$ cat src/tmds_pkg.sv
// Shared types and constants for the two disjoint max subarray block.
`timescale 1ns / 1ps

package tmds_pkg;

    localparam int MAX_LEN_DEF      = 1024;
    localparam int SAMPLE_WIDTH_DEF = 16;
    localparam int SUM_BITS         = 26;
    localparam int QUEUE_DEPTH      = 4;

    typedef enum logic [1:0] {
        ST_OK       = 2'd0,
        ST_SHORT    = 2'd1,
        ST_OVERFLOW = 2'd2
    } t_status;

    // control part of one queue entry
    typedef struct packed {
        logic    do_store;  // entry carries a sample to write
        logic    is_end;    // entry closes the sequence
        t_status status;    // sequence status, meaningful with is_end
    } t_qctl;

    typedef enum logic [1:0] {
        BS_IDLE,
        BS_WALK,
        BS_OUT
    } t_bstate;

endpackage

$ cat src/tmds_front.sv
// Front end: accepts samples, runs forward Kadane, classifies each transaction.
`timescale 1ns / 1ps

module tmds_front #(
    parameter int MAX_LEN      = tmds_pkg::MAX_LEN_DEF,
    parameter int SAMPLE_WIDTH = tmds_pkg::SAMPLE_WIDTH_DEF,
    localparam int LW          = SAMPLE_WIDTH + $clog2(MAX_LEN) + 1,
    localparam int CW          = $clog2(MAX_LEN + 1)
) (
    input  logic                           i_clk,
    input  logic                           i_rst_n,
    input  logic                           i_valid,
    output logic                           o_ready,
    input  logic signed [SAMPLE_WIDTH-1:0] i_sample,
    input  logic                           i_last,
    input  logic                           i_full,
    output logic                           o_push,
    output tmds_pkg::t_qctl                o_ctl,
    output logic signed [SAMPLE_WIDTH-1:0] o_sample,
    output logic signed [LW-1:0]           o_left_best,
    output logic [CW-1:0]                  o_count
);
    import tmds_pkg::*;

    logic [CW-1:0]        r_count;
    logic signed [LW-1:0] r_end_sum;
    logic signed [LW-1:0] r_run_best;
    logic                 r_ovf;

    logic                 accept;
    logic                 has_room;
    logic                 first;
    logic signed [LW-1:0] s_ext;
    logic signed [LW-1:0] end_sum;
    logic signed [LW-1:0] end_new;
    logic signed [LW-1:0] best_new;
    logic [CW-1:0]        count_new;
    logic                 ovf_new;

    assign o_ready  = !i_full;
    assign accept   = i_valid && !i_full;
    assign has_room = r_count < CW'(MAX_LEN);
    assign first    = r_count == '0;
    assign s_ext    = LW'(i_sample);

    always_comb begin
        end_sum   = r_end_sum + s_ext;
        end_new   = first ? s_ext : ((end_sum > s_ext) ? end_sum : s_ext);
        best_new  = first ? s_ext : ((r_run_best > end_new) ? r_run_best : end_new);
        count_new = has_room ? r_count + CW'(1) : r_count;
        ovf_new   = r_ovf || !has_room;
    end

    always_ff @(posedge i_clk) begin
        if (!i_rst_n) begin
            r_count    <= '0;
            r_end_sum  <= '0;
            r_run_best <= '0;
            r_ovf      <= 1'b0;
        end else if (accept) begin
            if (i_last) begin
                r_count    <= '0;
                r_end_sum  <= '0;
                r_run_best <= '0;
                r_ovf      <= 1'b0;
            end else begin
                if (has_room) begin
                    r_count    <= count_new;
                    r_end_sum  <= end_new;
                    r_run_best <= best_new;
                end
                r_ovf <= ovf_new;
            end
        end
    end

    always_comb begin
        o_push         = accept;
        o_ctl.do_store = has_room;
        o_ctl.is_end   = i_last;
        if (ovf_new) begin
            o_ctl.status = ST_OVERFLOW;
        end else if (count_new < CW'(2)) begin
            o_ctl.status = ST_SHORT;
        end else begin
            o_ctl.status = ST_OK;
        end
        o_sample    = i_sample;
        o_left_best = best_new;
        o_count     = count_new;
    end

endmodule

$ cat config.mk
export PLATFORM = sky130hd
export DESIGN_NAME = tmds_front
export DESIGN_NICKNAME = d
export VERILOG_FILES = /design/src/tmds_pkg.sv /design/src/tmds_front.sv
export SDC_FILE = /design/constraint.sdc
export NUM_CORES = 1
export LEC_CHECK = 0
export ABC_AREA = 1
export BUFFER_PORTS_ARGS = -buffer_cell sky130_fd_sc_hd__buf_2
export CORE_MARGIN = 2
export CORE_UTILIZATION = 60
export CTS_CLUSTER_SIZE = 25
export DETAILED_ROUTE_END_ITERATION = 7
export PLACE_DENSITY = 0.85
export SLEW_MARGIN = 25
export SYNTH_ARGS = -nofsm -noshare
export SYNTH_HDL_FRONTEND = slang
export SYNTH_SLANG_ARGS = --single-unit
$ cat constraint.sdc
create_clock -name i_clk -period 17.1 [get_ports i_clk]
set_clock_uncertainty 0.15 [all_clocks]
set_input_delay 5.13 -clock i_clk [delete_from_list [all_inputs] [get_ports i_clk]]
set_output_delay 5.13 -clock i_clk [all_outputs]
set_load 0.1 [all_outputs]
==> metrics.cfg, run 1 <==
[yosys]
syn-cell-area_um2=6780
synth_edf_count=0
synth_area_leader_cell=dfxtp_1
synth_top_area_share_pct=19.5
yosysSeqAreaShare_pct=19.5
synth.distinct_cells=46
yosys_warnings=0
ys_seq_elements=66
async_flop_share_pct=0
avgSynthCellArea_um2=6.62
synth_top_flop_cell=dfxtp_1
synth_area_leaders=dfxtp_1, nand2_1, ha_1
syn_inst=1023
synth_nets=1123

[timing]
setup_viol=0
hold_slack_ps=316
slew_headroom_pct=33.8
worst_pin_slew_ps=991
drv_slew=0
finalHoldViolCount=0
fmax_mhz=59.1
min_period_ps=16910
period_share_pct=98.9

[power]
pwr-share-clk_pct=35.1
sequentialPowerShare_pct=25.3
power.switching_uw=257
p_int_uw=383
max-vdd-ir-drop_v=0.0000424
power_frac_comb_pct=39.6
p_per_area_nw_per_um2=79.7
p_sw_share_pct=40.2
leakage_nw=3.86

[floorplan]
core_um2=10900
std_cell_rows=38
die_x_um=110
start_util_pct=62.0
die_h_um=110
die_area_um2=12200
io_pins=81

[grt]
grt_max_degree=66
grt_pass1_vias=6486
antenna_found_initial=0
grt-ovfl-total=0
grtUsageTotal_pct=31.8
grt_first_pass_wirelength_um=30400

[critical_path]
crit_fanout=13
cp-end-kind=primary output
slowest_stage=o21ai_1
cpMostUsedCell=nand2_1
worst_ep_arrival_time_ps=11630
worst_ep_required_time_ps=11820
start_kind=primary input
crit_type=in -> out
slowest_delay_ps=400

[placed_design]
io_buffers=80
place_area_um2=7430
gp_congestion=0.939
dp_hpwl_um=13000

[cts]
holdBufCountCts=0
htreeDepth=3
clk_latency_ps=340
root_buffer=clkbuf_16
cts.sinks=66
cts_buffers=9
cts_max_path_buffers=2
tritoncts=yes
path_clk_slew_ps=60

[detailed_routing]
remaining_drc_errors=0
antenna_left=0
postRouteWirelength_um=20300
drt_iter0_drc=756
vias_per_cell=5.88
num_vias=7213
drt-wirelength-per-cell_um=16.6
dr.pass1.iters=5

[finish]
diodes=0
fin_nets=1181
areaGrowthSynthToFinish_pct=18.5
final_area_um2=8030
drive_gt1_share_pct=25.1

[outcome]
outcome=completed

[min_path]
hold_class=reg -> reg

[run]
drv_cap=0

power by group through the flow:
stage               combinational [mW]  sequential [mW]  clock, mW
finish                           0.253            0.162      0.225
global route                     0.271            0.162      0.231
CTS                              0.236            0.162      0.223
detailed placement               0.232            0.165          0
global placement                 0.228            0.165          0
floorplan                        0.180            0.164          0
cells in the final DEF, fill, tap and decap left out, types with 4 or more instances in the layout:
| master | count |
|---|---|
| a21oi_1 | 85 |
| a21oi_2 | 23 |
| buf_12 | 23 |
| buf_2 | 53 |
| buf_4 | 19 |
| buf_6 | 5 |
| clkbuf_16 | 9 |
| dfxtp_1 | 66 |
| ha_1 | 75 |
| inv_1 | 119 |
| inv_2 | 4 |
| nand2_1 | 269 |
| nand2_2 | 55 |
| nand3_1 | 54 |
| nand3_2 | 25 |
| nand4_1 | 14 |
| nor2_1 | 35 |
| nor2_2 | 5 |
| nor3_1 | 5 |
| nor4_1 | 4 |
| o21ai_0 | 21 |
| o21ai_1 | 10 |
| o21ai_2 | 5 |
| or2_2 | 23 |
| xnor2_1 | 12 |
| xor2_1 | 22 |
path summary, 6_finish.rpt:
path              slack, ps          from  cells past startpoint               to
setup / recovery        190  i_sample[11]                     39  o_left_best[25]
hold / removal          320  r_end_sum[8]                      2     r_end_sum[8]
setup reg to reg      10060  r_end_sum[0]                     41   r_run_best[25]
hold reg to reg         320  r_end_sum[8]                      2     r_end_sum[8]
stage by stage:
step / power (mW) / utilization (%) / setup WS (ps) / std cells / setup TNS, ps
6_report: 0.640 / 73.4 / 193 / 1226 / 0
5_1_grt: 0.664 / 73.4 / -269 / 1226 / -6040
4_1_cts: 0.620 / 71.4 / 20.8 / 1217 / 0
3_5_place_dp: 0.397 / 68.0 / -324 / 1201 / -5820
3_3_place_gp: 0.392 / 68.0 / -22.2 / 1201 / -37.0
2_1_floorplan: 0.344 / - / 611 / 1023 / 0
sequential cells by signal (all words and copies together), names as in the netlist:
name        flops
r_count        11
r_end_sum      27
r_ovf           1
r_run_best     27
logic make-up (layout without fill, tap and decap cells):
| logic type | after synthesis | in the layout | share of synthesized area, % |
|---|---|---|---|
| simple gates | 505 | 505 | 36.0 |
| buf+inv | 178 | 241 | 11.7 |
| compound gates | 161 | 161 | 13.7 |
| fa+ha+maj | 79 | 79 | 14.7 |
| flops | 66 | 66 | 19.5 |
| xor+xnor | 34 | 34 | 4.40 |
layer usage:
layer,GRT usage [%],share of wire (%),vias up
met5,0,0,-
met4,12.2,4.6,0
met3,5.82,8.9,90
met2,53.1,47,382
met1,40.6,40,3319
li1,-,-,3422
synthesized netlist by cell type (2+ instances only):
cell type and number:
a21oi_2 21, inv_1 120, nand3_1 55, ha_1 78
buf_2 6, a31oi_1 2, a21o_1 3, clkbuf_1 22
nor3_1 7, nor4b_1 2, buf_4 20, inv_2 4
dfxtp_1 66, o21ai_1 3, and3_1 2, o21ai_0 33
xor2_1 22, nand3_4 2, nand3_2 25, nor4_1 4
or2_2 23, nand2_1 273, a21oi_1 87, nand2_2 52
buf_6 4, xnor2_1 12, nor2_1 36, a211oi_1 3
nand3b_1 2, nand4_1 14, nor2_2 4, o21bai_1 2
what timing repair did:
item	4_1_cts	5_1_grt
endpoints found under the setup margin	27	27
setup buffers	0	9
gates resized for setup	16	38
cloned	0	0
pin swaps	1	6
cell type report:
cell class              count  area (µm²)
flip-flops and latches     66        1320
well taps                 140         175
clock inverters             6         113
fillers                   838        2900
inverters                 125         472
multi-input cells         779        4790
repair buffers            100         925
clock buffers              10         239
critical path, delay by kind of cell:
| family | cells | cell delay, ps |
|---|---|---|
| adder cells (fa/ha/maj) | 3 | 910 |
| AO/OA/AOI/OAI | 10 | 2260 |
| buffers and inverters | 6 | 900 |
| AND/OR/NAND/NOR | 20 | 2420 |
(Power assumes the default switching activity.)
==> inputs of run 2 (changes only) <==
- ABC_AREA: 1 -> unset
- CTS_CLUSTER_SIZE: 25 -> 10
==> metrics.cfg, run 2 <==
[detailed_routing]
drt-wirelength-per-cell_um=27.9  ; was 16.6 µm
num_vias=8601  ; was 7213
remaining_drc_errors=91  ; was 0
postRouteWirelength_um=32100  ; was 20300 µm
antenna_left=0  ; unchanged
vias_per_cell=7.48  ; was 5.88
dr.pass1.iters=8  ; was 5
drt_iter0_drc=1592  ; was 756

[finish]
drive_gt1_share_pct=38.3  ; was 25.1%
final_common_cell=buf_4  ; was nand2_1
areaGrowthSynthToFinish_pct=47.8  ; was 18.5%
fillers=353  ; was 838
reg_top3=r_end_sum x27, r_run_best x27, r_count x11  ; unchanged
multiInputGateArea_um2=5440  ; was 4790 µm²
seqCellArea_um2=1320  ; unchanged
utilization_pct=91.7  ; was 73.4%
layout_common_cells=buf_4, ha_1, nand2_1, dfxtp_1, buf_2  ; was nand2_1, inv_1, a21oi_1, ha_1, dfxtp_1
fin_nets=1108  ; was 1181

[placed_design]
io_buffers=80  ; unchanged
gp_congestion=0.991  ; was 0.939
dp_hpwl_um=16700  ; was 13000 µm

[yosys]
async_flop_share_pct=0  ; unchanged
ys_seq_elements=66  ; unchanged
muxShareOfSynthArea_pct=6.68  ; was 0%
synth_top_family_by_area=compound AO/OA/AOI/OAI gates  ; was simple AND/OR/NAND/NOR gates
syn_inst=804  ; was 1023
synth_nets=904  ; was 1123
synth_fa_ha_area_share_pct=15.7  ; was 14.7%
syn-cell-area_um2=6400  ; was 6780 µm²
synth-simple-area-share_pct=19.9  ; was 36.0%
synth_area_leaders=dfxtp_1, ha_1, nand2_1  ; was dfxtp_1, nand2_1, ha_1
synth_top_area_share_pct=20.6  ; was 19.5%
yosys_warnings=0  ; unchanged
synth.distinct_cells=72  ; was 46
yosysSeqAreaShare_pct=20.6  ; was 19.5%
synth_top_flop_cell=dfxtp_1  ; unchanged
synth_xor_xnor_area_share_pct=5.47  ; was 4.40%
synth_compound_area_share_pct=23.9  ; was 13.7%
synth_common_cells=nand2_1, ha_1, dfxtp_1, a21oi_1, inv_1  ; was nand2_1, inv_1, a21oi_1, ha_1, dfxtp_1
synth_area_leader_cell=dfxtp_1  ; unchanged
synth.most_common_cell=nand2_1  ; unchanged
avgSynthCellArea_um2=7.97  ; was 6.62 µm²
synth_edf_count=0  ; unchanged

[timing]
hold_slack_ps=383  ; was 316 ps
drv_slew=0  ; unchanged
period_share_pct=109  ; was 98.9%
rsz0062_at_grt=yes
fmax_mhz=53.7  ; was 59.1 MHz
slew_headroom_pct=25.2  ; was 33.8%
worst_pin_slew_ps=1120  ; was 991 ps
setup_ws_ps=-1510  ; was 193 ps
finalHoldViolCount=0  ; unchanged
min_period_ps=18610  ; was 16910 ps
setup_viol=27  ; was 0

[floorplan]
core_um2=10300  ; was 10900 µm²
die_h_um=107  ; was 110 µm
die_area_um2=11500  ; was 12200 µm²
io_pins=81  ; unchanged
std_cell_rows=37  ; was 38
die_x_um=107  ; was 110 µm
start_util_pct=62.0  ; about the same

[power]
power.switching_uw=310  ; was 257 µW
p_sw_share_pct=46.1  ; was 40.2%
leakage_nw=4.37  ; was 3.86 nW
p_per_area_nw_per_um2=71.1  ; was 79.7 nW/µm²
sequentialPowerShare_pct=24.4  ; was 25.3%
p_int_uw=363  ; was 383 µW
max-vdd-ir-drop_v=0.0000654  ; was 0.0000424 V
power_frac_comb_pct=52.5  ; was 39.6%
pwr-share-clk_pct=23.1  ; was 35.1%

[critical_path]
critPathTopFamily=compound AO/OA/AOI/OAI gates  ; was simple AND/OR/NAND/NOR gates
r2r_setup_slack_ps=8300  ; was 10060 ps
slowest_stage=o31ai_2  ; was o21ai_1
cpMostUsedCell=buf_4  ; was nand2_1
crit_type=in -> out  ; unchanged
startpoint=i_sample[0]  ; was i_sample[11]
worst_ep_required_time_ps=11820  ; about the same
start_kind=primary input  ; unchanged
worst-path-buf-inv=9  ; was 6
reg2regPathDepth=38  ; was 41
worst_ep_arrival_time_ps=13330  ; was 11630 ps
cp-endpoint=o_left_best[4]  ; was o_left_best[25]
worst-path-stages=41  ; was 39
slowest_delay_ps=580  ; was 400 ps
cp-end-kind=primary output  ; unchanged
r2r_end=r_run_best[8]  ; was r_run_best[25]
timing.rr.start=r_end_sum[0]  ; unchanged
crit_fanout=16  ; was 13

[min_path]
hold_class=reg -> reg  ; unchanged

[grt]
grt_first_pass_wirelength_um=43900  ; was 30400 µm
grt_max_degree=43  ; was 66
grt_pass1_vias=8419  ; was 6486
antenna_found_initial=3  ; was 0
grtUsageTotal_pct=49.9  ; was 31.8%
grt-ovfl-total=0  ; unchanged

[run]
drv_cap=0  ; unchanged

[cts]
clk_latency_ps=430  ; was 340 ps
root_buffer=clkbuf_8  ; was clkbuf_16
cts_max_path_buffers=2  ; unchanged
path_clk_slew_ps=100  ; was 60 ps
htreeDepth=3  ; unchanged
cts_buffers=9  ; unchanged
tritoncts=yes  ; unchanged
cts.sinks=66  ; unchanged

[outcome]
outcome=finished with violations  ; was completed
violations=design-rule violations, negative setup slack

-- run 2: per-layer routing --
metal | wire [µm] | global-route usage, %
met5 | 27 | 0
met4 | 3810 | 41.0
met3 | 4690 | 16.1
met2 | 13400 | 78.4
met1 | 10200 | 54.8
-- run 2: area by class of cell --
type	instances	share of cell area [%]
Clock inverter	7	0.819
Timing Repair Buffer	246	22.6
Multi-Input combinational cell	636	57.4
Sequential cell	66	14.0
Antenna cell	1	0.0264
Clock buffer	9	1.31
Inverter	49	2.02
Tap cell	136	1.80
-- run 2: logic make-up after synthesis --
group,Yosys count
buf+inv,102
xor+xnor,40
simple gates,247
compound gates,230
fa+ha+maj,80
flops,66
mux,39
-- run 2: power by group through the flow --
stage	registers (mW)	logic, mW	clock network, mW
detailed placement	0.166	0.292	0
floorplan	0.165	0.196	0
global route	0.164	0.359	0.158
global placement	0.166	0.283	0
CTS	0.163	0.312	0.146
finish	0.164	0.354	0.156
-- run 2: stage by stage --
| stage | power (mW) | setup WS, ps | setup TNS [ps] | std cells | area (µm²) |
|---|---|---|---|---|---|
| floorplan | 0.361 | -409 | -5350 | 804 | 6990 |
| global placement | 0.449 | -473 | -11400 | 1099 | 8650 |
| detailed placement | 0.459 | -859 | -21520 | 1099 | 8650 |
| CTS | 0.620 | -422 | -10180 | 1133 | 9250 |
| global route | 0.681 | -1430 | -33410 | 1149 | 9470 |
| finish | 0.673 | -1510 | -35000 | 1150 | 9470 |
-- run 2: worst min-delay path by stage --
stage / from / end / slack, ps / depth (start not counted)
finish: r_run_best[0] / r_run_best[0] / 380 / 2
floorplan: r_run_best[11] / r_run_best[11] / 310 / 2
CTS: r_run_best[1] / r_run_best[1] / 370 / 2
global placement: r_run_best[1] / r_run_best[1] / 330 / 2
global route: r_run_best[0] / r_run_best[0] / 390 / 2
detailed placement: r_run_best[1] / r_run_best[1] / 360 / 2
-- run 2: timing repair --
item,in CTS,in global routing
endpoints found under the setup margin,27,27
cloned,1,0
pin swaps,29,23
hold endpoints to repair,0,0
hold buffers,0,0
setup buffers,17,17
resized for setup,48,21
-- run 2: worst register-to-register path: cells and delay by family, from the launching register on --
kind	cells	cell delay, ps
and+or+nand+nor	10	1640
buffers and inverters	6	900
xor gates and xnor gates	2	370
muxes	1	260
adders and majority gates	5	1450
DFF	1	420
AOI/OAI and AO/OA	14	3490
