## src/tmds_pkg.sv

```systemverilog
// Shared types and constants for the two disjoint max subarray block.
`timescale 1ns / 1ps

package tmds_pkg;

    localparam int MAX_LEN_DEF      = 1024;
    localparam int SAMPLE_WIDTH_DEF = 16;
    localparam int SUM_BITS         = 26;
    localparam int QUEUE_DEPTH      = 4;

    typedef enum logic [1:0] {
        ST_OK       = 2'd0,
        ST_SHORT    = 2'd1,
        ST_OVERFLOW = 2'd2
    } t_status;

    // control part of one queue entry
    typedef struct packed {
        logic    do_store;  // entry carries a sample to write
        logic    is_end;    // entry closes the sequence
        t_status status;    // sequence status, meaningful with is_end
    } t_qctl;

    typedef enum logic [1:0] {
        BS_IDLE,
        BS_WALK,
        BS_OUT
    } t_bstate;

endpackage

```

## src/tmds_queue.sv

```systemverilog
// Short FIFO between the front end and the back end.
`timescale 1ns / 1ps

module tmds_queue #(
    parameter int DW = 8
) (
    input  logic            i_clk,
    input  logic            i_rst_n,
    input  logic            i_push,
    input  tmds_pkg::t_qctl i_push_ctl,
    input  logic [DW-1:0]   i_push_data,
    output logic            o_full,
    input  logic            i_pop,
    output logic            o_empty,
    output tmds_pkg::t_qctl o_ctl,
    output logic [DW-1:0]   o_data
);
    import tmds_pkg::*;

    localparam int PW  = (QUEUE_DEPTH > 1) ? $clog2(QUEUE_DEPTH) : 1;
    localparam int CNW = $clog2(QUEUE_DEPTH + 1);

    t_qctl         r_ctl  [QUEUE_DEPTH];
    logic [DW-1:0] r_data [QUEUE_DEPTH];
    logic [PW-1:0] r_wr;
    logic [PW-1:0] r_rd;
    logic [CNW-1:0] r_cnt;

    assign o_full  = r_cnt == CNW'(QUEUE_DEPTH);
    assign o_empty = r_cnt == '0;
    assign o_ctl   = r_ctl[r_rd];
    assign o_data  = r_data[r_rd];

    always_ff @(posedge i_clk) begin
        if (i_push) begin
            r_ctl[r_wr]  <= i_push_ctl;
            r_data[r_wr] <= i_push_data;
        end
    end

    always_ff @(posedge i_clk) begin
        if (!i_rst_n) begin
            r_wr  <= '0;
            r_rd  <= '0;
            r_cnt <= '0;
        end else begin
            if (i_push) begin
                r_wr <= (r_wr == PW'(QUEUE_DEPTH - 1)) ? '0 : r_wr + PW'(1);
            end
            if (i_pop) begin
                r_rd <= (r_rd == PW'(QUEUE_DEPTH - 1)) ? '0 : r_rd + PW'(1);
            end
            case ({i_push, i_pop})
                2'b10:   r_cnt <= r_cnt + CNW'(1);
                2'b01:   r_cnt <= r_cnt - CNW'(1);
                default: r_cnt <= r_cnt;
            endcase
        end
    end

    a_cnt_bound: assert property (@(posedge i_clk) disable iff (!i_rst_n)
        r_cnt <= CNW'(QUEUE_DEPTH))
        else $error("queue fill count past depth");

    a_no_overrun: assert property (@(posedge i_clk) disable iff (!i_rst_n)
        i_push && !i_pop |-> !o_full)
        else $error("push into full queue");

    a_no_underrun: assert property (@(posedge i_clk) disable iff (!i_rst_n)
        i_pop |-> !o_empty)
        else $error("pop from empty queue");

endmodule

```

## config.mk

```make
export PLATFORM = sky130hd
export DESIGN_NAME = tmds_queue
export DESIGN_NICKNAME = d
export VERILOG_FILES = /design/src/tmds_pkg.sv /design/src/tmds_queue.sv
export SDC_FILE = /design/constraint.sdc
export NUM_CORES = 1
export LEC_CHECK = 0
export BUFFER_PORTS_ARGS = -buffer_cell sky130_fd_sc_hd__buf_2
export CAP_MARGIN = 20
export CORE_UTILIZATION = 45
export DETAILED_ROUTE_END_ITERATION = 12
export HOLD_SLACK_MARGIN = 0.05
export PLACE_DENSITY = 0.67
export SETUP_SLACK_MARGIN = 0.3
export SLEW_MARGIN = 20
export SYNTH_ARGS = -nofsm -noshare
export SYNTH_HDL_FRONTEND = slang
export SYNTH_SLANG_ARGS = --single-unit
export TNS_END_PERCENT = 20
```

## constraint.sdc

```tcl
create_clock -name i_clk -period 1.61 [get_ports i_clk]
set_input_delay 0.0805 -clock i_clk [delete_from_list [all_inputs] [get_ports i_clk]]
set_output_delay 0.0805 -clock i_clk [all_outputs]
set_load 0.01 [all_outputs]
```

==> metrics.md, run 1 <==
| Metric | Value |
|---|---|
| Status | complete, no violations |
| Gate power share | 11.8% |
| Type of the worst setup path | register to output port |
| Fin crit period | 1580 ps |
| H-tree depth | 3 |
| Internal Pwr Total | 2.68 mW |
| DRT Pass-1 Iters | 4 |
| Leak Pwr | 1.05 nW |
| Initial DRC count | 45 |
| Initial antenna violation count | 0 |
| Syn Std Cell Area | 2200 sq um |
| Via count | 1114 |
| Clock share of power | 38.0% |
| Total CTS buffers | 9 |
| Vert. Die Dim | 71.9 um |
| #FFs+latches synth | 57 |
| Seq/Total Area, Yosys | 73.7% |
| Post-route clock period utilization | 98.3% |
| CTS clock-pin slew for the worst setup and hold paths | 60 ps |
| Detailed Place HPWL | 2120 um |
| Routed Wire Length | 3460 um |
| Yosys warns | 0 |
| Antenna-violating nets left | 0 |
| Vias per inst | 4.70 |
| Critical path endpoint | o_data[2] |
| Final setup margin | 26.7 ps |
| Setup bufs post-CTS | 0 |
| CP delay by family, top | multiplexers |
| Pre-CTS WS | 49.3 ps |
| Routed len/inst | 14.6 um |
| Hold Path Class | input pin to register |
| Grt total ovfl | 0 |
| Post-synthesis cell count | 109 |
| GPL Wtd Cong | 0.756 |
| CTS tree | yes |
| Mean post-synth cell area | 20.2 sq um |
| Max-slew headroom | 86.8% |
| Crit Path Max Fanout | 6 |
| Final Hold Viols | 0 |
| Die width | 71.9 um |
| Max-cap violations | 0 |
| Area growth syn-to-layout | 32.0% |
| Switching part of the total | 21.0% |
| Clk root buf | clkbuf_8 |
| TNS Setup | 0 ps |
| CTS sink cnt | 57 |
| Vias in the first global route | 1152 |
| VDD IR-drop max | 565 uV |
| Longest Clk Path Bufs | 2 |
| Startpoint Class | register |
| Critical Path End Type | output port |
| GRT Util Overall | 15.6% |
| DP Cell Count | 207 |
| Area of placed instances | 2460 sq um |
| Flop pwr share | 50.2% |
| Row count | 25 |
| Initial core utilization | 46.6% |
| Max Clk Rate | 0.632 GHz |
| Worst Reg-to-Reg Cells | 5 |
| Antenna cells | 0 |
| Pwr Total | 3.40 mW |
| Slowest-stage cell, CP | mux4_2 |
| Clk Latency, worst-skew pair | 320 ps |
| Slowest cell delay on critical path | 510 ps |
| Core area | 4720 sq um |
| Worst clock skew | 2.86 ps |
| Non-Filler Instances | 237 |
| Buffers & Inverters on Critical Path | 2 |
| Reg-to-reg endpoint | r_cnt[2] |
| Post-route cell area | 2900 sq um |
| CP Data Required Time | 1530 ps |
| Slew @ Worst Pin | 199 ps |
| Largest net degree at the start of global routing | 13 |
| Layout cells sized above 1 | 41.2% |
| Hold Slack | 136 ps |
| Stages on worst setup path | 3 |
| Reg2reg start | r_cnt[1] |
| Net switching power | 715 uW |
| First-pass GRT wire length | 5580 um |
| NumNets Final | 188 |
| CP arrival | 1500 ps |
| R2R setup slack | 240 ps |
| IO Pins | 30 |
| CP Cell Sequence | buf_12 -> mux4_2 -> buf_6 |
| Port bufs | 29 |
| Number of remaining DRC errors | 0 |
| Die area | 5170 sq um |
| RSZ-0062 raised after global routing | true |
| Syn Nets | 132 |
| Max Slew Vio Count | 0 |
| Distinct cells, synth | 23 |
| Final setup fails | 0 |
| Post-layout util | 61.5% |
| PwrDens | 1170 nW/um^2 |
[power by group through the flow]
stage	Clock (mW)	Sequential [mW]	Combinational, mW
2_1_floorplan	0	1.73	0.194
3_3_place_gp	0	1.73	0.307
3_5_place_dp	0	1.73	0.318
4_1_cts	1.33	1.71	0.406
5_1_grt	1.39	1.71	0.438
6_report	1.29	1.71	0.401
[worst reg2reg max path, cell delays in order (launching register included)]
cell and delay [ps]:
dfxtp_2 340, inv_2 50, fa_2 350, xor2_1 150, or3_1 310, a21boi_1 110
[cell type report]
type                       instances  area, sq um
clock buffer                      15          198
timing repair buffer              47          424
fill                             338         1820
sequential                        57         1630
inverter                           6         22.5
multi-input combinational         44          542
tap                               67         83.8
clock inverter                     1         5.00
[registers in the layout, indices dropped and copies added, names as in the netlist, named ones only]
register  count
r_cnt         3
r_ctl        16
r_rd          2
r_data       32
r_wr          2
[how the worst min path moves through the flow]
stage	end	from	cells past startpoint	slack (ps)
after global routing	r_rd[1]	i_pop	3	140
after global placement	r_data[2][2]	i_push_data[2]	1	290
after CTS	r_wr[1]	i_push	3	110
after floorplan	r_ctl[0][0]	i_push_ctl[0]	0	180
after detailed placement	r_ctl[1][2]	i_push_ctl[2]	1	300
final	r_wr[1]	i_push	3	140
[timing repair]
action | 4_1_cts | 5_1_grt
pin swaps | 4 | 4
hold buffers | 13 | 0
resized for setup | 19 | 3
endpoints found under the hold margin | 52 | 0
setup endpoints to repair | 37 | 49
cloned | 1 | 0
[logic make-up (layout without fill, tap and decap cells)]
group	Yosys count	count (layout)	synth area share, %
compound gates	5	5	1.37
flops	57	57	73.7
buf+inv	8	69	1.76
fa+ha+maj	7	7	4.32
xor+xnor	2	2	0.797
mux	14	14	13.5
simple gates	16	16	4.49
[layout by cell type, fill, tap and decap left out, drive strengths merged, types with 2 or more instances in the layout]
cell type	synthesis	final
edfxtp	48	48
buf	2	34
clkbuf	0	15
dlygate4sd3	0	13
mux4	12	12
dfxtp	9	9
ha	6	6
and2	6	6
inv	6	6
nor2b	4	4
nor3b	2	2
mux2i	2	2
o21ai	2	2
[synth_stat cells]
cell	n	area, sq um
inv_1	6	22.5
nor3b_1	2	15.0
mux4_2	10	225
or3_1	1	6.26
xnor2_1	1	8.76
a21oi_1	1	5.00
xor2_1	1	8.76
nor3_1	1	5.00
and2_1	6	37.5
mux2i_1	2	20.0
and3_1	1	6.26
fa_1	1	20.0
nand2_1	1	3.75
ha_1	6	75.1
mux4_1	2	52.6
o21a_1	1	7.51
buf_6	1	11.3
edfxtp_1	48	1440
dfxtp_1	9	180
nor2b_1	4	25.0
a21boi_0	1	7.51
buf_2	1	5.00
o21ai_0	2	10.0
[metal layers]
layer / up-vias / track usage, % / part of all wire (%)
met1: 543 / 19.1 / 46
met3: 10 / 5.42 / 4.1
met2: 27 / 24.0 / 47
met5: - / 0 / 0
met4: 0 / 9.80 / 2.4
li1: 534 / - / -
Note: power is estimated with default switching activity, not from simulation.
==> run 2: changes to the inputs <==
- GPL_TIMING_DRIVEN: unset -> 0
==> run 2 against run 1 <==
Net effect: first-iteration DRC count up 69%; largest cell class unchanged; register-to-register slack got worse by 30 ps; final cell count shrank 0.42%; final area about the same; sequential share of layout area is 0.062 points higher; critical endpoint is now o_data[1]; clock power up 5%; power increased by 2.0%; setup slack got worse by 21 ps; maximum frequency is 1.3% lower; die area unchanged; critical path type unchanged.
==> metrics.md, run 2 (same netlist as run 1, synthesis figures left out) <==
| Metric | Value |
|---|---|
| Fin crit period | 1600 ps (+21.4 ps) |
| Initial core utilization | 46.6% (unchanged) |
| Port bufs | 29 (unchanged) |
| CTS clock-pin slew for the worst setup and hold paths | 70 ps (about the same) |
| Antenna cells | 0 (unchanged) |
| Initial antenna violation count | 0 (unchanged) |
| Total CTS buffers | 9 (unchanged) |
| DP Cell Count | 205 (-0.97%) |
| CTS tree | yes |
| CTS sink cnt | 57 (unchanged) |
| Die area | 5170 sq um (unchanged) |
| Largest registers | r_data x32, r_ctl x16, r_cnt x3 |
| CP Data Required Time | 1530 ps (about the same) |
| Startpoint Class | register |
| Routed Wire Length | 3860 um (+12%) |
| IO Pins | 30 (unchanged) |
| Status | complete, no violations |
| Clk Latency, worst-skew pair | 330 ps (about the same) |
| Filler cell count | 365 (+8.0%) |
| Via count | 1151 (+3.3%) |
| Clk root buf | clkbuf_8 |
| Crit Path Max Fanout | 5 (-1) |
| Max Slew Vio Count | 0 (unchanged) |
| Area growth syn-to-layout | 32.0% (about the same) |
| Vias per inst | 4.88 (+3.8%) |
| GRT Util Overall | 17.4% (+1.8 points) |
| Max Clk Rate | 0.623 GHz (-1.3%) |
| Post-route clock period utilization | 99.7% (+1.3 points) |
| Antenna-violating nets left | 0 (unchanged) |
| RSZ-0062 raised after global routing | true |
| Leak Pwr | 1.04 nW (-0.82%) |
| Final setup fails | 0 (unchanged) |
| Multi-input combinational cell area | 554 sq um (+2.3%) |
| First-pass GRT wire length | 6150 um (+10%) |
| Die width | 71.9 um (unchanged) |
| DRT Pass-1 Iters | 4 (unchanged) |
| Register Area | 1630 sq um (+0.15%) |
| Vert. Die Dim | 71.9 um (unchanged) |
| Worst clock skew | 3.77 ps (+0.917 ps) |
| Non-Filler Instances | 236 (-0.42%) |
| H-tree depth | 3 (unchanged) |
| Largest net degree at the start of global routing | 13 (unchanged) |
| CP arrival | 1520 ps (+20 ps) |
| Critical Path End Type | output port |
| Routed len/inst | 16.4 um (+12%) |
| Row count | 25 (unchanged) |
| Vias in the first global route | 1235 (+7.2%) |
| VDD IR-drop max | 749 uV (+32%) |
| Type of the worst setup path | register to output port |
| Layout cells sized above 1 | 43.2% (+2.0 points) |
| Grt total ovfl | 0 (unchanged) |
| PwrDens | 1190 nW/um^2 (+2.0%) |
| Max-slew headroom | 82.0% (-4.8 points) |
| Initial DRC count | 76 (+69%) |
| Detailed Place HPWL | 2430 um (+15%) |
| NumNets Final | 187 (-0.53%) |
| Max-cap violations | 0 (unchanged) |
| Final Hold Viols | 0 (unchanged) |
| Hold Path Class | input pin to register |
| Number of remaining DRC errors | 0 (unchanged) |
| Most frequent cells in the layout | edfxtp_1, buf_2, dlygate4sd3_1 |
| Most common cell after layout, fill and taps aside | edfxtp_1 |
| Hold Slack | 138 ps (+1.94 ps) |
| GPL Wtd Cong | 0.633 (-16%) |
| Slew @ Worst Pin | 270 ps (+71.5 ps) |
| Core area | 4720 sq um (unchanged) |
| Longest Clk Path Bufs | 2 (unchanged) |
| Top reg by flops | r_data |
| Max reg flops | 32 (unchanged) |
## run 2: cell count changes in the layout (fill, tap and decap cells not counted), moves of 2 or more
cell,previous run,this run
clkbuf_1,2,0
buf_2,17,19
and2_4,2,4
and2_1,4,2
buf_4,2,0
clkinvlp_4,0,2
## run 2: critical path, stage by stage (launching register included)
cell	delay [ps]
dfxtp_4	410
buf_12	140
mux4_2	510
buf_6	140
## run 2: final cells by class
cell class | instances | area share, %
buffer | 2 | 0.862
clock buffer | 11 | 5.21
clock inverter | 5 | 1.85
inverter | 6 | 0.776
multi-input combinational | 44 | 19.1
sequential | 57 | 56.1
tap | 67 | 2.89
timing repair buffer | 44 | 13.2
## run 2: path summary, 6_finish.rpt
kind / from / to / slack [ps] / cells after the start
worst min-delay path: i_push / r_wr[1] / 140 / 3
worst max register to register: r_cnt[1] / r_cnt[2] / 210 / 5
worst min register to register: r_cnt[2] / r_cnt[2] / 560 / 2
worst max-delay path: register / o_data[1] / 5 / 3
## run 2: metrics by stage
stage	util [%]	cell area (sq um)	setup TNS (ps)	total power [mW]	setup WS, ps
after floorplan	-	2210	0	1.92	273
after global placement	51.6	2440	0	2.03	88.9
after detailed placement	51.6	2440	0	2.05	22.4
after CTS	61.0	2880	-48.5	3.48	-18.0
after global routing	61.5	2900	-407	3.59	-53.1
final	61.5	2900	0	3.47	5.25
## run 2: repair_timing
item	4_1_cts	5_1_grt
pin swaps	4	4
buffers inserted	1	0
hold buffers	13	0
endpoints found under the hold margin	52	0
setup endpoints to repair	61	59
gates cloned	1	0
resized for setup	22	7
## run 2: power breakdown
group	leakage [nW]	internal [mW]	total [mW]	switching (mW)
combinational	0.429	0.232	0.406	0.174
sequential	0.517	1.67	1.71	0.0352
clock	0.0990	0.790	1.35	0.561
## run 2: per-layer routing
| metal | routed length, um | GRT usage, % | share of wire (%) | vias to the layer above |
|---|---|---|---|---|
| met3 | 163 | 5.42 | 4.2 | 8 |
| met1 | 1590 | 18.9 | 41 | 576 |
| met4 | 78 | 11.1 | 2.0 | 0 |
| met2 | 2030 | 29.7 | 53 | 33 |
| li1 | - | - | - | 534 |
| met5 | 0 | 0 | 0 | - |
==> run 3: changes to the inputs <==
- ABC_AREA: unset -> 1
==> run 3 against run 2 <==
Net effect: setup slack gained 210 ps; synthesized cell count increased by 61%; final area is 3.0% higher; wire length grew 12%; combinational power increased by 12%; maximum frequency rose by 15%; power fell by 6.1%; global-route usage is 0.96 points higher; clock skew increased by 1.0 ps; non-clock buffer count grew 10; sequential power about the same.
==> metrics.md, run 3 <==
| Metric | Value |
|---|---|
| Max-slew headroom | 64.5% (-17 points) |
| Initial DRC count | 97 (+28%) |
| IO Pins | 30 (unchanged) |
| Area growth syn-to-layout | 33.4% |
| CP Cell Sequence | inv_8 -> buf_8 -> nor2_1 -> o22ai_1 -> buf_2 |
| Vias per inst | 4.85 (-0.53%) |
| Largest cells by area after synthesis | edfxtp_1, dfxtp_1, nor2_1 |
| Max Slew Vio Count | 0 (unchanged) |
| Vert. Die Dim | 72.6 um (+0.93%) |
| Status | complete, no violations |
| CP arrival | 1320 ps (-200 ps) |
| Distinct cells, synth | 19 (-17%) |
| Largest net degree at the start of global routing | 13 (unchanged) |
| Antenna cells | 0 (unchanged) |
| Via count | 1499 (+30%) |
| Final setup fails | 0 (unchanged) |
| Core area | 4750 sq um (+0.66%) |
| Worst clock skew | 4.77 ps (+0.997 ps) |
| Layout cells sized above 1 | 30.6% (-13 points) |
| Hold Startpoint | i_pop |
| Fin crit period | 1400 ps (-206 ps) |
| NumNets Final | 260 (+39%) |
| Longest Clk Path Bufs | 2 (unchanged) |
| Post-synth EDFFs | 48 (unchanged) |
| Initial antenna violation count | 0 (unchanged) |
| #FFs+latches synth | 57 (unchanged) |
| Initial core utilization | 47.2% (+0.59 points) |
| Crit Path Max Fanout | 6 (+1) |
| Area of placed instances | 2470 sq um (+1.4%) |
| Vias in the first global route | 1434 (+16%) |
| Detailed Place HPWL | 2520 um (+3.8%) |
| Post-synthesis cell count | 176 (+61%) |
| Number of remaining DRC errors | 0 (unchanged) |
| Largest registers | r_data x32, r_ctl x16, r_cnt x3 |
| Port bufs | 29 (unchanged) |
| Syn Std Cell Area | 2240 sq um (+1.9%) |
| Hold Path Class | input pin to register |
| H-tree depth | 3 (unchanged) |
| Max reg flops | 32 (unchanged) |
| Final Hold Viols | 0 (unchanged) |
| Row count | 25 (unchanged) |
| Top reg by flops | r_data |
| Non-Filler Instances | 309 (+31%) |
| Antenna-violating nets left | 0 (unchanged) |
| Pre-CTS WS | 175 ps (+152 ps) |
| Register Area | 1630 sq um (unchanged) |
| Slowest-stage cell, CP | dfxtp_4 |
| Post-route cell area | 2990 sq um (+3.0%) |
| Max-cap violations | 0 (unchanged) |
| Cell taking the most area after synthesis | edfxtp_1 |
| Most instantiated library cell after synthesis | edfxtp_1 |
| Filler cell count | 394 (+7.9%) |
| Syn Nets | 199 (+51%) |
| Top post-synthesis cells by count | edfxtp_1, nor2_1, o21ai_1 |
| RSZ-0062 raised after global routing | true |
| Multi-input combinational cell area | 546 sq um (-1.6%) |
| CP Data Required Time | 1530 ps (about the same) |
| Seq/Total Area, Yosys | 72.3% (-1.4 points) |
| Clk root buf | clkbuf_8 |
| Post-layout util | 62.9% (+1.4 points) |
| DRT Pass-1 Iters | 4 (unchanged) |
| Post-route clock period utilization | 86.9% (-13 points) |
| Routed len/inst | 14.0 um (-14%) |
| Prevailing post-synth register cell | edfxtp_1 |
| TNS Setup | 0 ps (unchanged) |
| Die width | 72.6 um (+0.93%) |
| First-pass GRT wire length | 6670 um (+8.5%) |
| Die area | 5270 sq um (+1.9%) |
| Share of the synthesized area in the top cell type | 64.3% (-1.2 points) |
| Most common cell after layout, fill and taps aside | edfxtp_1 |
| CTS clock-pin slew for the worst setup and hold paths | 60 ps (about the same) |
| Startpoint Class | register |
| Total CTS buffers | 9 (unchanged) |
| Grt total ovfl | 0 (unchanged) |
| Reg2reg start | r_wr[1] |
| Mean post-synth cell area | 12.7 sq um (-37%) |
| CTS sink cnt | 57 (unchanged) |
| GPL Wtd Cong | 0.698 (+10%) |
| Critical Path End Type | output port |
| Leak Pwr | 1.14 nW (+9.3%) |
| Most frequent cells in the layout | edfxtp_1, buf_2, nor2_1 |
| Post-synth ARST share | 0% (unchanged) |
| Type of the worst setup path | register to output port |
| DP Cell Count | 272 (+33%) |
| Routed Wire Length | 4340 um (+12%) |
| Slowest cell delay on critical path | 380 ps (-130 ps) |
| Clk Latency, worst-skew pair | 330 ps (about the same) |
| Yosys warns | 0 (unchanged) |
| PwrDens | 1090 nW/um^2 (-8.8%) |
| Slew @ Worst Pin | 532 ps (+262 ps) |
| CTS tree | yes |
| Max Clk Rate | 0.715 GHz (+15%) |
| Final setup margin | 211 ps (+206 ps) |
| GRT Util Overall | 18.4% (+0.96 points) |
| VDD IR-drop max | 628 uV (-16%) |
run 3: cell count changes after synthesis, sizes merged, moves of 4 or more:
cell	delta
inv	+11
nor2b	-4
mux4	-12
and2	-6
o21ai	+26
nand2	+7
a21oi	+4
buf	+4
nor2	+29
o22ai	+12
run 3: cells by family (layout without fill, tap and decap cells):
kind of cell | count (synthesis) | count (layout) | synth area share (%)
AOI/OAI and AO/OA | 45 | 45 | 10.7
adders and majority gates | 7 | 7 | 4.24
buffers and inverters | 24 | 90 | 5.13
DFF | 57 | 57 | 72.3
and+or+nand+nor | 43 | 43 | 7.59
run 3: final timing paths:
kind | cells past startpoint | end | slack [ps]
worst max-delay path | 5 | o_data[7] | 210
worst min-delay path | 3 | r_rd[1] | 80
worst max register to register | 4 | r_data[1][1] | 240
worst min register to register | 2 | register | 530
run 3: layout make-up:
class                      instances  share of cell area, %
buffer                             6                   2.51
multi-input combinational         95                   18.2
tap                               67                   2.80
timing repair buffer              50                   13.6
inverter                          18                   2.93
clock buffer                      16                   5.36
sequential                        57                   54.5
run 3: layer usage:
metal,vias to the layer above,global-route usage (%),part of all wire [%]
met1,708,20.3,45
met2,27,30.5,49
met4,0,9.59,2.4
li1,754,-,-
met3,10,7.32,3.0
met5,-,0,0
run 3: critical path, delay by kind of cell (launching register included):
kind	cells	cell delay [ps]
buffers and inverters	3	390
flip-flops	1	380
AO/OA/AOI/OAI	1	180
AND/OR/NAND/NOR	1	40
run 3: power by group:
part | internal (mW) | total, mW | switching, mW | leakage, nW
Combinational | 0.212 | 0.453 | 0.241 | 0.545
Clock | 0.604 | 1.09 | 0.487 | 0.0790
Sequential | 1.68 | 1.71 | 0.0357 | 0.517
run 3: stage by stage:
stage                     power (mW)  hold WS, ps
after floorplan                 1.94          179
after global placement          2.08          296
after detailed placement        2.09          301
after CTS                       3.27         67.0
after global routing            3.41         85.5
final                           3.26         79.5
run 3: repair_timing:
item	in CTS	in global routing
gates resized for setup	37	6
gates cloned	2	0
endpoints found under the setup margin	60	61
pin swaps	11	2
hold buffers	13	0
hold endpoints to repair	57	0
setup buffers	4	2
